File: config.mk
export PLATFORM = sky130hd
export DESIGN_NAME = motor_encoder_feedback_decoder_unit
export DESIGN_NICKNAME = d
export VERILOG_FILES = /design/src/hw/rtl/mefd_pkg.sv /design/src/hw/rtl/mefd_apb_regs.sv /design/src/hw/rtl/mefd_tracker.sv /design/src/hw/rtl/mefd_scaler.sv /design/src/hw/rtl/motor_encoder_feedback_decoder_unit.sv
export SDC_FILE = /design/constraint.sdc
export NUM_CORES = 1
export LEC_CHECK = 0
export ABC_AREA = 0
export BUFFER_PORTS_ARGS = -buffer_cell sky130_fd_sc_hd__buf_2
export CORE_AREA = 2 2 231 233
export DETAILED_ROUTE_END_ITERATION = 16
export DIE_AREA = 0 0 233 235
export PLACE_DENSITY = 0.69
export SLEW_MARGIN = 20
export SYNTH_ARGS = -nofsm -noshare
export SYNTH_HDL_FRONTEND = slang
export SYNTH_SLANG_ARGS = --single-unit
File: constraint.sdc
create_clock -name i_clk -period 12.27 [get_ports i_clk]
set_input_delay 2.454 -clock i_clk [delete_from_list [all_inputs] [get_ports i_clk]]
set_output_delay 2.454 -clock i_clk [all_outputs]
set_load 0.02 [all_outputs]
File: src/hw/rtl/mefd_pkg.sv
// Shared types, constants and codes for the motor encoder feedback decoder.
package mefd_pkg;

    // Encoder counts per mechanical turn; must be a power of two.
    localparam int ENCODER_RANGE  = 8192;
    localparam int RANGE_LOG2     = $clog2(ENCODER_RANGE);
    // One full turn in Q8 degrees (360 * 256).
    localparam int Q8_FULL_TURN   = 92160;

    // Unwrapped encoder delta width: a 17-bit difference plus one range correction.
    localparam int DELTA_W        = 18;

    // Current scaling: large motor is x625/512, gimbal motor is x375/2048.
    localparam int LARGE_MUL      = 625;
    localparam int LARGE_SHIFT    = 9;
    localparam int GIMBAL_MUL     = 375;
    localparam int GIMBAL_SHIFT   = 11;
    localparam int CUR_MUL_W      = 10;
    localparam int CUR_PROD_W     = 27;

    // Register file.
    localparam int PADDR_W        = 3;
    localparam int PDATA_W        = 32;
    localparam logic [PADDR_W-1:0] REG_ADDR_MOTOR_KIND = 3'd0;

    // Motor kinds; the unused code behaves as the gimbal motor.
    localparam logic [1:0] KIND_SMALL  = 2'd0;
    localparam logic [1:0] KIND_LARGE  = 2'd1;
    localparam logic [1:0] KIND_GIMBAL = 2'd2;

    // Only frames of this length are decoded.
    localparam logic [3:0] FRAME_LEN_OK = 4'd8;

    localparam int IN_TDATA_W  = 64;
    localparam int OUT_TDATA_W = 152;

    typedef struct packed {
        logic [3:0]         frame_length;
        logic [7:0]         temperature_byte;
        logic signed [15:0] current_word;
        logic signed [15:0] speed_word;
        logic [15:0]        encoder_word;
    } t_frame;

    // Payload held between the tracker stage and the scaling stage.
    typedef struct packed {
        logic [15:0]        encoder_now;
        logic signed [15:0] speed_word;
        logic signed [15:0] current_word;
        logic [7:0]         temperature_byte;
        logic signed [31:0] multi_turn_count;
        logic               first_frame;
    } t_track;

    typedef struct packed {
        logic               first_frame;
        logic signed [35:0] total_angle_q8;
        logic signed [31:0] multi_turn_count;
        logic               temp_reported;
        logic [7:0]         temperature;
        logic signed [16:0] current_ma;
        logic signed [18:0] speed_dps;
        logic [19:0]        single_angle_q8;
        logic [15:0]        encoder_now;
    } t_result;

    // Handshake between two pipeline stages.
    typedef struct packed {
        logic valid;
        logic ready;
    } t_hs;

endpackage

File: src/hw/rtl/mefd_apb_regs.sv
// APB register file holding the motor kind.
module mefd_apb_regs (
    input  logic                           i_clk,
    input  logic                           i_rst_n,
    input  logic                           psel,
    input  logic                           penable,
    input  logic                           pwrite,
    input  logic [mefd_pkg::PADDR_W-1:0]   paddr,
    input  logic [mefd_pkg::PDATA_W-1:0]   pwdata,
    output logic [mefd_pkg::PDATA_W-1:0]   prdata,
    output logic                           pready,
    output logic [1:0]                     o_motor_kind
);
    import mefd_pkg::*;

    logic [1:0] r_motor_kind;
    logic       wr_kind;

    assign wr_kind = psel && penable && pwrite && (paddr == REG_ADDR_MOTOR_KIND);

    always_ff @(posedge i_clk) begin
        if (!i_rst_n) begin
            r_motor_kind <= KIND_SMALL;
        end else if (wr_kind) begin
            r_motor_kind <= pwdata[1:0];
        end
    end

    always_comb begin
        prdata = '0;
        if (paddr == REG_ADDR_MOTOR_KIND) begin
            prdata = {{(PDATA_W-2){1'b0}}, r_motor_kind};
        end
    end

    assign pready       = 1'b1;
    assign o_motor_kind = r_motor_kind;

endmodule

File: src/hw/rtl/mefd_tracker.sv
// First stage: frame length filter, multi-turn unwrap and the tracker state.
module mefd_tracker (
    input  logic              i_clk,
    input  logic              i_rst_n,
    input  logic              i_valid,
    input  mefd_pkg::t_frame  i_frame,
    input  logic              i_next_ready,
    output mefd_pkg::t_hs     o_hs,
    output mefd_pkg::t_track  o_track
);
    import mefd_pkg::*;

    localparam logic signed [DELTA_W-1:0] HALF_RANGE = DELTA_W'(ENCODER_RANGE / 2);
    localparam logic signed [DELTA_W-1:0] FULL_RANGE = DELTA_W'(ENCODER_RANGE);

    logic                       r_valid;
    t_track                     r_track;
    logic [15:0]                r_last_encoder;
    logic signed [31:0]         r_turn_count;
    logic                       r_seeded;

    logic                       ready;
    logic                       take;
    logic signed [DELTA_W-1:0]  diff;
    logic signed [DELTA_W-1:0]  delta;
    logic signed [31:0]         n_turn_count;

    assign ready = !r_valid || i_next_ready;
    assign take  = i_valid && ready && (i_frame.frame_length == FRAME_LEN_OK);

    // Shortest-way delta: anything beyond half a turn is taken the other way round.
    always_comb begin
        diff  = $signed({2'b00, i_frame.encoder_word}) - $signed({2'b00, r_last_encoder});
        delta = diff;
        if (diff > HALF_RANGE) begin
            delta = diff - FULL_RANGE;
        end else if (diff < -HALF_RANGE) begin
            delta = diff + FULL_RANGE;
        end
        if (r_seeded) begin
            n_turn_count = r_turn_count + {{(32-DELTA_W){delta[DELTA_W-1]}}, delta};
        end else begin
            n_turn_count = '0;
        end
    end

    always_ff @(posedge i_clk) begin
        if (!i_rst_n) begin
            r_valid        <= 1'b0;
            r_seeded       <= 1'b0;
            r_last_encoder <= '0;
            r_turn_count   <= '0;
        end else begin
            if (ready) begin
                r_valid <= take;
            end
            if (take) begin
                r_seeded       <= 1'b1;
                r_last_encoder <= i_frame.encoder_word;
                r_turn_count   <= n_turn_count;
            end
        end
    end

    always_ff @(posedge i_clk) begin
        if (take) begin
            r_track.encoder_now      <= i_frame.encoder_word;
            r_track.speed_word       <= i_frame.speed_word;
            r_track.current_word     <= i_frame.current_word;
            r_track.temperature_byte <= i_frame.temperature_byte;
            r_track.multi_turn_count <= n_turn_count;
            r_track.first_frame      <= !r_seeded;
        end
    end

    assign o_hs.valid = r_valid;
    assign o_hs.ready = ready;
    assign o_track    = r_track;

endmodule

File: src/hw/rtl/mefd_scaler.sv
// Second stage: unit scaling of the angle, speed and current fields into the result register.
module mefd_scaler (
    input  logic              i_clk,
    input  logic              i_rst_n,
    input  logic              i_valid,
    input  mefd_pkg::t_track  i_track,
    input  logic [1:0]        i_motor_kind,
    input  logic              i_m_ready,
    output mefd_pkg::t_hs     o_hs,
    output mefd_pkg::t_result o_result
);
    import mefd_pkg::*;

    localparam int ANG_W   = 33;
    localparam int TOTAL_W = 50;

    logic                          r_valid;
    t_result                       r_result;

    logic                          ready;
    logic                          load;
    logic [CUR_MUL_W-1:0]          cur_mul;
    logic signed [CUR_PROD_W-1:0]  cur_prod;
    logic signed [CUR_PROD_W-1:0]  cur_biased;
    logic signed [CUR_PROD_W-1:0]  cur_shifted;
    logic signed [18:0]            speed_ext;
    logic [ANG_W-1:0]              ang_prod;
    logic signed [TOTAL_W-1:0]     total_prod;
    logic signed [TOTAL_W-1:0]     total_biased;
    logic signed [TOTAL_W-1:0]     total_shifted;
    t_result                       n_result;

    assign ready = !r_valid || i_m_ready;
    assign load  = i_valid && ready;

    always_comb begin
        // Current: one shared multiplier, rounding toward zero by biasing negatives.
        cur_mul  = (i_motor_kind == KIND_LARGE) ? CUR_MUL_W'(LARGE_MUL)
                                                : CUR_MUL_W'(GIMBAL_MUL);
        cur_prod = $signed({{(CUR_PROD_W-16){i_track.current_word[15]}}, i_track.current_word})
                 * $signed({{(CUR_PROD_W-CUR_MUL_W){1'b0}}, cur_mul});
        if (i_motor_kind == KIND_LARGE) begin
            cur_biased  = cur_prod + (cur_prod[CUR_PROD_W-1] ?
                          CUR_PROD_W'((1 << LARGE_SHIFT) - 1) : '0);
            cur_shifted = cur_biased >>> LARGE_SHIFT;
        end else begin
            cur_biased  = cur_prod + (cur_prod[CUR_PROD_W-1] ?
                          CUR_PROD_W'((1 << GIMBAL_SHIFT) - 1) : '0);
            cur_shifted = cur_biased >>> GIMBAL_SHIFT;
        end

        speed_ext = {{3{i_track.speed_word[15]}}, i_track.speed_word};

        ang_prod = {{(ANG_W-16){1'b0}}, i_track.encoder_now} * ANG_W'(Q8_FULL_TURN);

        total_prod    = $signed({{(TOTAL_W-32){i_track.multi_turn_count[31]}},
                                 i_track.multi_turn_count}) * TOTAL_W'(Q8_FULL_TURN);
        total_biased  = total_prod + (total_prod[TOTAL_W-1] ?
                        TOTAL_W'(ENCODER_RANGE - 1) : '0);
        total_shifted = total_biased >>> RANGE_LOG2;

        n_result.encoder_now      = i_track.encoder_now;
        n_result.single_angle_q8  = 20'(ang_prod >> RANGE_LOG2);
        n_result.speed_dps        = (speed_ext <<< 2) + (speed_ext <<< 1);
        n_result.multi_turn_count = i_track.multi_turn_count;
        n_result.total_angle_q8   = total_shifted[35:0];
        n_result.first_frame      = i_track.first_frame;

        case (i_motor_kind)
            KIND_SMALL: begin
                n_result.current_ma    = {i_track.current_word[15], i_track.current_word};
                n_result.temperature   = '0;
                n_result.temp_reported = 1'b0;
            end
            default: begin
                n_result.current_ma    = cur_shifted[16:0];
                n_result.temperature   = i_track.temperature_byte;
                n_result.temp_reported = 1'b1;
            end
        endcase
    end

    always_ff @(posedge i_clk) begin
        if (!i_rst_n) begin
            r_valid <= 1'b0;
        end else if (ready) begin
            r_valid <= i_valid;
        end
    end

    always_ff @(posedge i_clk) begin
        if (load) begin
            r_result <= n_result;
        end
    end

    assign o_hs.valid = r_valid;
    assign o_hs.ready = ready;
    assign o_result   = r_result;

endmodule

File: src/hw/rtl/motor_encoder_feedback_decoder_unit.sv
// Top level of the motor encoder feedback decoder with multi-turn unwrap.
//
// Usage: one feedback frame request enters on the s_axis channel, already split
// into the encoder, speed and current words, the temperature byte and the frame
// length. Frames whose length is not 8 are taken and dropped without a result.
// Every other frame gives one result request on the m_axis channel with the
// raw encoder, the single-turn and multi-turn angles in Q8 degrees, the speed
// in degrees per second, the scaled current in milliamps and the temperature.
// The motor kind register on the APB port selects the current scale and
// whether a temperature is reported; write it only while the block is idle.
//
// Each frame passes the tracker register, then the result register, before
// m_axis_tvalid. Throughput is one frame per cycle while m_axis_tready is high:
// the two stages form a pipeline, and a new frame is taken while the previous
// result waits. When m_axis_tready is low the result register holds its request,
// the tracker stage fills, then s_axis_tready drops until the result is taken.
// After reset the motor kind is the small current motor and the tracker is
// unseeded: the first good frame only loads the last encoder value and
// reports a zero multi-turn count and first_frame set.
module motor_encoder_feedback_decoder_unit (
    input  logic                                  i_clk,
    input  logic                                  i_rst_n,
    // Input frames.
    input  logic                                  s_axis_tvalid,
    output logic                                  s_axis_tready,
    // From bit 0 up: encoder_word[15:0], speed_word[31:16], current_word[47:32],
    // temperature_byte[55:48], frame_length[59:56], zero padding[63:60].
    input  logic [mefd_pkg::IN_TDATA_W-1:0]       s_axis_tdata,
    // Results.
    output logic                                  m_axis_tvalid,
    input  logic                                  m_axis_tready,
    // From bit 0 up: encoder_now[15:0], single_angle_q8[35:16], speed_dps[54:36],
    // current_ma[71:55], temperature[79:72], temp_reported[80],
    // multi_turn_count[112:81], total_angle_q8[148:113], first_frame[149],
    // zero padding[151:150].
    output logic [mefd_pkg::OUT_TDATA_W-1:0]      m_axis_tdata,
    // Configuration.
    input  logic                                  psel,
    input  logic                                  penable,
    input  logic                                  pwrite,
    input  logic [mefd_pkg::PADDR_W-1:0]          paddr,
    input  logic [mefd_pkg::PDATA_W-1:0]          pwdata,
    output logic [mefd_pkg::PDATA_W-1:0]          prdata,
    output logic                                  pready
);
    import mefd_pkg::*;

    logic [1:0] motor_kind;
    t_frame     frame;
    t_track     track;
    t_result    result;
    t_hs        trk_hs;
    t_hs        scl_hs;

    // The frame struct lists its fields from the top bit down, so it packs
    // straight onto the low 60 bits of the stream data.
    assign frame = t_frame'(s_axis_tdata[$bits(t_frame)-1:0]);

    mefd_apb_regs u_regs (
        .i_clk        (i_clk),
        .i_rst_n      (i_rst_n),
        .psel         (psel),
        .penable      (penable),
        .pwrite       (pwrite),
        .paddr        (paddr),
        .pwdata       (pwdata),
        .prdata       (prdata),
        .pready       (pready),
        .o_motor_kind (motor_kind)
    );

    // Stage one: length filter, unwrap and the running turn count.
    mefd_tracker u_tracker (
        .i_clk        (i_clk),
        .i_rst_n      (i_rst_n),
        .i_valid      (s_axis_tvalid),
        .i_frame      (frame),
        .i_next_ready (scl_hs.ready),
        .o_hs         (trk_hs),
        .o_track      (track)
    );

    // Stage two: scaling into the result register that drives m_axis.
    mefd_scaler u_scaler (
        .i_clk        (i_clk),
        .i_rst_n      (i_rst_n),
        .i_valid      (trk_hs.valid),
        .i_track      (track),
        .i_motor_kind (motor_kind),
        .i_m_ready    (m_axis_tready),
        .o_hs         (scl_hs),
        .o_result     (result)
    );

    assign s_axis_tready = trk_hs.ready;
    assign m_axis_tvalid = scl_hs.valid;
    assign m_axis_tdata  = {{(OUT_TDATA_W-$bits(t_result)){1'b0}}, result};

endmodule
==> results.md, run 1 <==
- Ratio of cells with drive above 1 in the final layout: between 10% and 20%
- WP data required: between 10 and 15 ns
- Critical-path top delay cell: o211ai_1
- Site Rows: 84
- Fin. max-slew vios: 0
- Final Instance Area: 28,900 um^2
- Die H: between 200 and 250 um
- Final setup viols: 0
- Critical path class: reg2reg
- Post-DP Area: 27,700 um^2
- Fin nets: between 3,000 and 4,000
- Async SR Flop Fraction: 0%
- Yosys top cell area share: about 28%
- Clk_skew: between 0.02 and 0.03 ns
- Post-synth EDFFs: approximately 240
- Total die area: roughly 55,000 um^2
- Hold Path Class: reg2reg
- Critical path fanouts, max: 24
- Vias in the first global route: between 15,000 and 20,000
- Fillcell total: ~4,500
- Gate power share: between 40% and 50%
- Gr ovfl total: 0
- Most frequent cells after synthesis: 472 x inv_1, 289 x ha_1, 238 x edfxtp_1
- Pwr dens: between 100 and 150 nW/um^2
- Hold path start: u_tracker.o_track[0]$_DFFE_PP_
- Crit start category: flop
- R2r setup slk: ~2.7 ns
- Synth Warn #: 0
- Initial Utilization: between 40% and 50%
- Main area contributors after synthesis: edfxtp_1 28%, fa_1 15%, ha_1 14%
- CP startpoint: u_regs.o_motor_kind[1]$_SDFFE_PN0P_
- Wirelength per Cell: 16.3 um
- Tcrit/Tclk final: about 80%
- First-pass GRT wire length: roughly 96,000 um
- Ant diodes: 0
- Status: finished, final reports clean
- All-Layer GR Usage: approximately 22%
- Final hold vios: 0
- Clock power frac: between 20 and 30%
- Pint: 0.00239 W
- Post-Syn Area: between 20,000 and 30,000 um^2
- Seq cells post-synth: just under 300
- Storage element area: 8210 um^2
- DR iter-0 viols: 1,095
- Syn_area_per_cell: 9.99 um^2
- Multi-input gate area: roughly 16,000 um^2
- P&R area growth vs syn: 11.7%
- WHS Path Cells: 0
- DR pass1 iterations: 5
- CTS Buf Count: 36
- Reg2reg path depth: 28
- Seq pwr share: between 20% and 30%
- CP Capture Type: flop
- Core area: 52,200 um^2
- Initial antenna violation count: 1
- Max_cap viols: 0
- CTS tree: built
- Distinct cells, synth: around 100
- PostCTS Resize Cnt: 0
- Clock sink total: 291
- DR vias/cell: 5.36
- DP HPWL: around 45,000 um
- Final core occ: between 50% and 60%
- Top-count cell post-synth: inv_1
- Crit path DAT: ~10 ns
- Static leakage power: 13.1 nW
- TNS Setup: 0 ns
- GP Congestion: between 0.8 and 0.9
- Via count: 19,019
- Slew @ Worst Pin: roughly 0.97 ns
- RSZ-0062 raised after global routing: false
- Post-DRT Antenna Nets: 0
- Max Clk Rate: approximately 100 MHz
- Sw frac: between 30% and 40%
- FF-to-FF Start: u_regs.o_motor_kind[1]$_SDFFE_PN0P_
- Yosys top cell by area: edfxtp_1
- Slew HR: roughly a third
- Post-CTS Setup Bufs: 0
- Clock root buffer: clkbuf_16
- # IOs: a little under 300
- Synth Flop Type: edfxtp_1
- Die width: 233 um
- Cts hold-fix bufs: 0
- CP peak stage delay: roughly 0.84 ns
- Largest net degree at the start of global routing: a little under 80
- Sequential area share after synthesis: between 30% and 40%
- DRC errors left: 0
- Worst-Skew Late Latency: about 0.56 ns
- Synthesized instance count: 2,592
- CTS H-tree lvls: 2
- Clk slew on worst S/H paths: around 0.06 ns
- Switching power: around 0.0015 W
- Clk buf depth: 3
- Total wire length: between 50,000 and 60,000 um
- Port Buffers: approximately 220
- VDD IR max: 0.129 mV
- Min Tclk post-route: between 9 and 10 ns
-- sequential cells by signal (all words and copies together), names as in the netlist --
register,cells
u_tracker.r_last_encoder,16
u_tracker.r_seeded,1
u_scaler.r_valid,1
u_scaler.o_result,149
u_regs.o_motor_kind,2
u_tracker.r_turn_count,32
u_tracker.r_valid,1
u_tracker.o_track,89
-- stage by stage --
stage / std cells / setup slack, ns / hold slack [ns] / total power (W)
3_5_place_dp: 3481 / 2.63 / 0.406 / 0.00278
5_1_grt: 3547 / 2.07 / 0.442 / 0.00414
3_3_place_gp: 3481 / 2.82 / 0.402 / 0.00274
4_1_cts: 3547 / 2.56 / 0.420 / 0.00389
6_report: 3547 / 2.68 / 0.418 / 0.00387
2_1_floorplan: 2644 / 2.49 / 0.400 / 0.00247
-- layout make-up --
class                      count  area share [%]
multi-input combinational   1792            54.1
sequential                   291            28.4
inverter                     475            6.18
timing repair buffer         235            4.16
clock buffer                  48            3.45
tap                          688            2.98
clock inverter                18           0.736
-- power by group through the flow --
stage / clock (W) / combinational [W] / sequential (W)
final: 0.00109 / 0.00169 / 0.00109
after global routing: 0.00116 / 0.00189 / 0.00109
after CTS: 0.00112 / 0.00168 / 0.00109
after detailed placement: 0 / 0.00166 / 0.00111
after global placement: 0 / 0.00162 / 0.00111
after floorplan: 0 / 0.00136 / 0.00111
-- critical path, delay by kind of cell (launching register included) --
family	cells	cell delay [ns]
AO/OA/AOI/OAI	10	2.83
adder cells (fa/ha/maj)	7	2.95
multiplexers	1	0.15
flip-flops	1	0.31
buffers and inverters	4	0.63
AND/OR/NAND/NOR	6	2.55
-- per-layer routing --
metal | wire length, um | GRT usage (%) | vias up | part of all wire [%]
met2 | 28700 | 38.0 | 471 | 50
met5 | 8 | 0 | - | 0.014
li1 | - | - | 9241 | -
met4 | 1550 | 6.20 | 2 | 2.7
met1 | 24600 | 26.8 | 9215 | 43
met3 | 2960 | 3.73 | 90 | 5.1
-- cells by family (layout without fill, tap and decap cells) --
family | Yosys count | after routing | synth area share [%]
XOR/XNOR | 176 | 176 | 6.01
flip-flops | 291 | 291 | 31.7
AND/OR/NAND/NOR | 598 | 598 | 11.7
multiplexers | 11 | 11 | 0.445
other | 2 | 54 | 0.0290
buffers and inverters | 561 | 776 | 8.68
adder cells (fa/ha/maj) | 482 | 482 | 28.9
AO/OA/AOI/OAI | 471 | 471 | 12.6
-- placed cells by master (no fill, tap or decap), drive strengths merged, types with 21 or more instances in the layout --
cell / count
nor2b: 31
a31oi: 21
nand4: 28
xnor2: 111
a21oi: 149
o21ai: 70
a21o: 68
conb: 54
ha: 289
edfxtp: 238
fa: 193
nand2: 184
nor2: 121
nor3: 41
xor2: 65
inv: 480
dfxtp: 53
buf: 235
nand3: 60
clkbuf: 48
nand2b: 23
-- worst paths after layout --
kind,endpoint
worst min-delay path,u_scaler.o_result[149]$_DFFE_PP_
worst max-delay path,u_scaler.o_result[67]$_DFFE_PP_
worst min register to register,u_scaler.o_result[149]$_DFFE_PP_
worst max register to register,u_scaler.o_result[67]$_DFFE_PP_
No activity file was read; power rests on OpenSTA's default activity.
==> inputs of run 2 (changes only) <==
PLACE_DENSITY = 0.72   (was 0.69)
clock period = 8.21 ns   (was 12.27 ns; I/O delays follow)
==> results.md, run 2 (synthesis results as in run 1) <==
- Most frequent cells in the layout: 472 x inv_1, 289 x ha_1, 238 x edfxtp_1, 224 x buf_2, 193 x fa_1
- Port Buffers: roughly 220
- Total die area: 54,800 um^2
- Clock sink total: just under 300
- DR iter-0 viols: approximately 1,100
- DRC errors left: 0
- Static leakage power: approximately 13 nW
- Min Tclk post-route: just under 8 ns
- Final setup viols: 0
- Gr ovfl total: 0
- Crit path DAT: slightly above 8 ns
- Core area: around 52,000 um^2
- Largest net degree at the start of global routing: a little under 90
- Die H: approximately 240 um
- Worst Path Buf+Inv: 6
- Max Clk Rate: between 100 and 150 MHz
- DR pass1 iterations: 6
- DP Cell Count: ~3,500
- Clock root buffer: clkbuf_16
- P&R area growth vs syn: 12.7%
- CP Capture Type: flop
- # IOs: between 200 and 300
- Clk buf depth: 3
- Post-route setup slack: ~0.32 ns
- All-Layer GR Usage: approximately 22%
- Clk_skew: ~0.021 ns
- VDD IR max: 0.173 mV
- Post-DRT Antenna Nets: 0
- Hold Path Class: reg2reg
- Cts hold-fix bufs: 0
- Critical-path top delay cell: fa_1
- CP most frequent cell: inv_1
- First-pass GRT wire length: slightly below 100,000 um
- Final hold vios: 0
- Tcrit/Tclk final: a little over nine tenths
- Crit start category: flop
- CTS H-tree lvls: 2
- Commonest non-fill, non-tap cell in the layout: inv_1
- Max_cap viols: 0
- CTS Buf Count: 36
- Ratio of cells with drive above 1 in the final layout: a little over an eighth
- CTS tree: built
- Clk slew on worst S/H paths: 0.06 ns
- Delay-heaviest family, CP: adder cells
- Storage element area: 8210 um^2
- Critical path fanouts, max: 6
- Status: finished, final reports clean
- Ant diodes: 0
- GP Congestion: about 0.92
- Minimum hold slack: 0.432 ns
- Fin nets: 3,451
- Final Non-Filler Cells: about 3,600
- Dpl ws: between 0.15 and 0.2 ns
- Worst-Skew Late Latency: about 0.55 ns
- Slew @ Worst Pin: about 0.96 ns
- CP peak stage delay: approximately 0.54 ns
- DR vias/cell: roughly 5.4
- Via count: around 19,000
- Total wire length: 59,000 um
- Vias in the first global route: between 20,000 and 25,000
- Initial antenna violation count: 0
- Multi-input gate area: between 15,000 and 20,000 um^2
- Pwr dens: roughly 200 nW/um^2
- Critical path class: reg2reg
- Pwr Total: about 0.0060 W
- Number of flip-flops in the largest register: 149
- Fin. max-slew vios: 0
- Wirelength per Cell: ~16 um
- Initial Utilization: 49.6%
- Die width: 233 um
- Site Rows: between 80 and 90
- Fillcell total: around 4,500
- Slew HR: between 30% and 40%
- WP data required: 8.49 ns
- DP HPWL: between 40,000 and 50,000 um
[run 2: final timing paths]
path	cells past startpoint	slack, ns	from	end
setup / recovery	30	0.32	u_tracker.o_track[47]$_DFFE_PP_	u_scaler.o_result[70]$_DFFE_PP_
hold / removal	0	0.43	u_tracker.o_track[0]$_DFFE_PP_	u_scaler.o_result[149]$_DFFE_PP_
setup reg to reg	30	0.32	u_tracker.o_track[47]$_DFFE_PP_	u_scaler.o_result[70]$_DFFE_PP_
hold reg to reg	0	0.43	u_tracker.o_track[0]$_DFFE_PP_	u_scaler.o_result[149]$_DFFE_PP_
[run 2: layout make-up]
class | count | area share (%)
inverter | 475 | 6.13
clock inverter | 18 | 0.725
tap | 688 | 2.95
clock buffer | 48 | 3.42
sequential | 291 | 28.1
timing repair buffer | 267 | 4.95
multi-input combinational | 1792 | 53.7
[run 2: stage by stage]
| step | setup TNS (ns) | instance area [um^2] | util, % |
|---|---|---|---|
| after CTS | 0 | 29200 | 55.8 |
| after global routing | -0.0129 | 29200 | 55.8 |
| after global placement | 0 | 27900 | 53.5 |
| final | 0 | 29200 | 55.8 |
| after floorplan | 0 | 26100 | - |
| after detailed placement | 0 | 27900 | 53.5 |
[run 2: what timing repair did]
action	CTS	global route
gates resized for setup	0	4
endpoints found under the setup margin	0	17
buffers inserted	0	0
[run 2: power breakdown]
| group | switching [W] | internal (W) |
|---|---|---|
| sequential | 0.0000120 | 0.00162 |
| clock | 0.000641 | 0.000985 |
| combinational | 0.00160 | 0.00109 |
| total | 0.00225 | 0.00370 |
[run 2: per-layer routing]
| layer | global-route usage (%) | wire (um) | vias up |
|---|---|---|---|
| li1 | - | - | 9302 |
| met1 | 26.6 | 24800 | 9437 |
| met2 | 38.5 | 29400 | 484 |
| met3 | 3.56 | 2930 | 122 |
| met4 | 7.22 | 1900 | 0 |
| met5 | 0 | 0 | - |
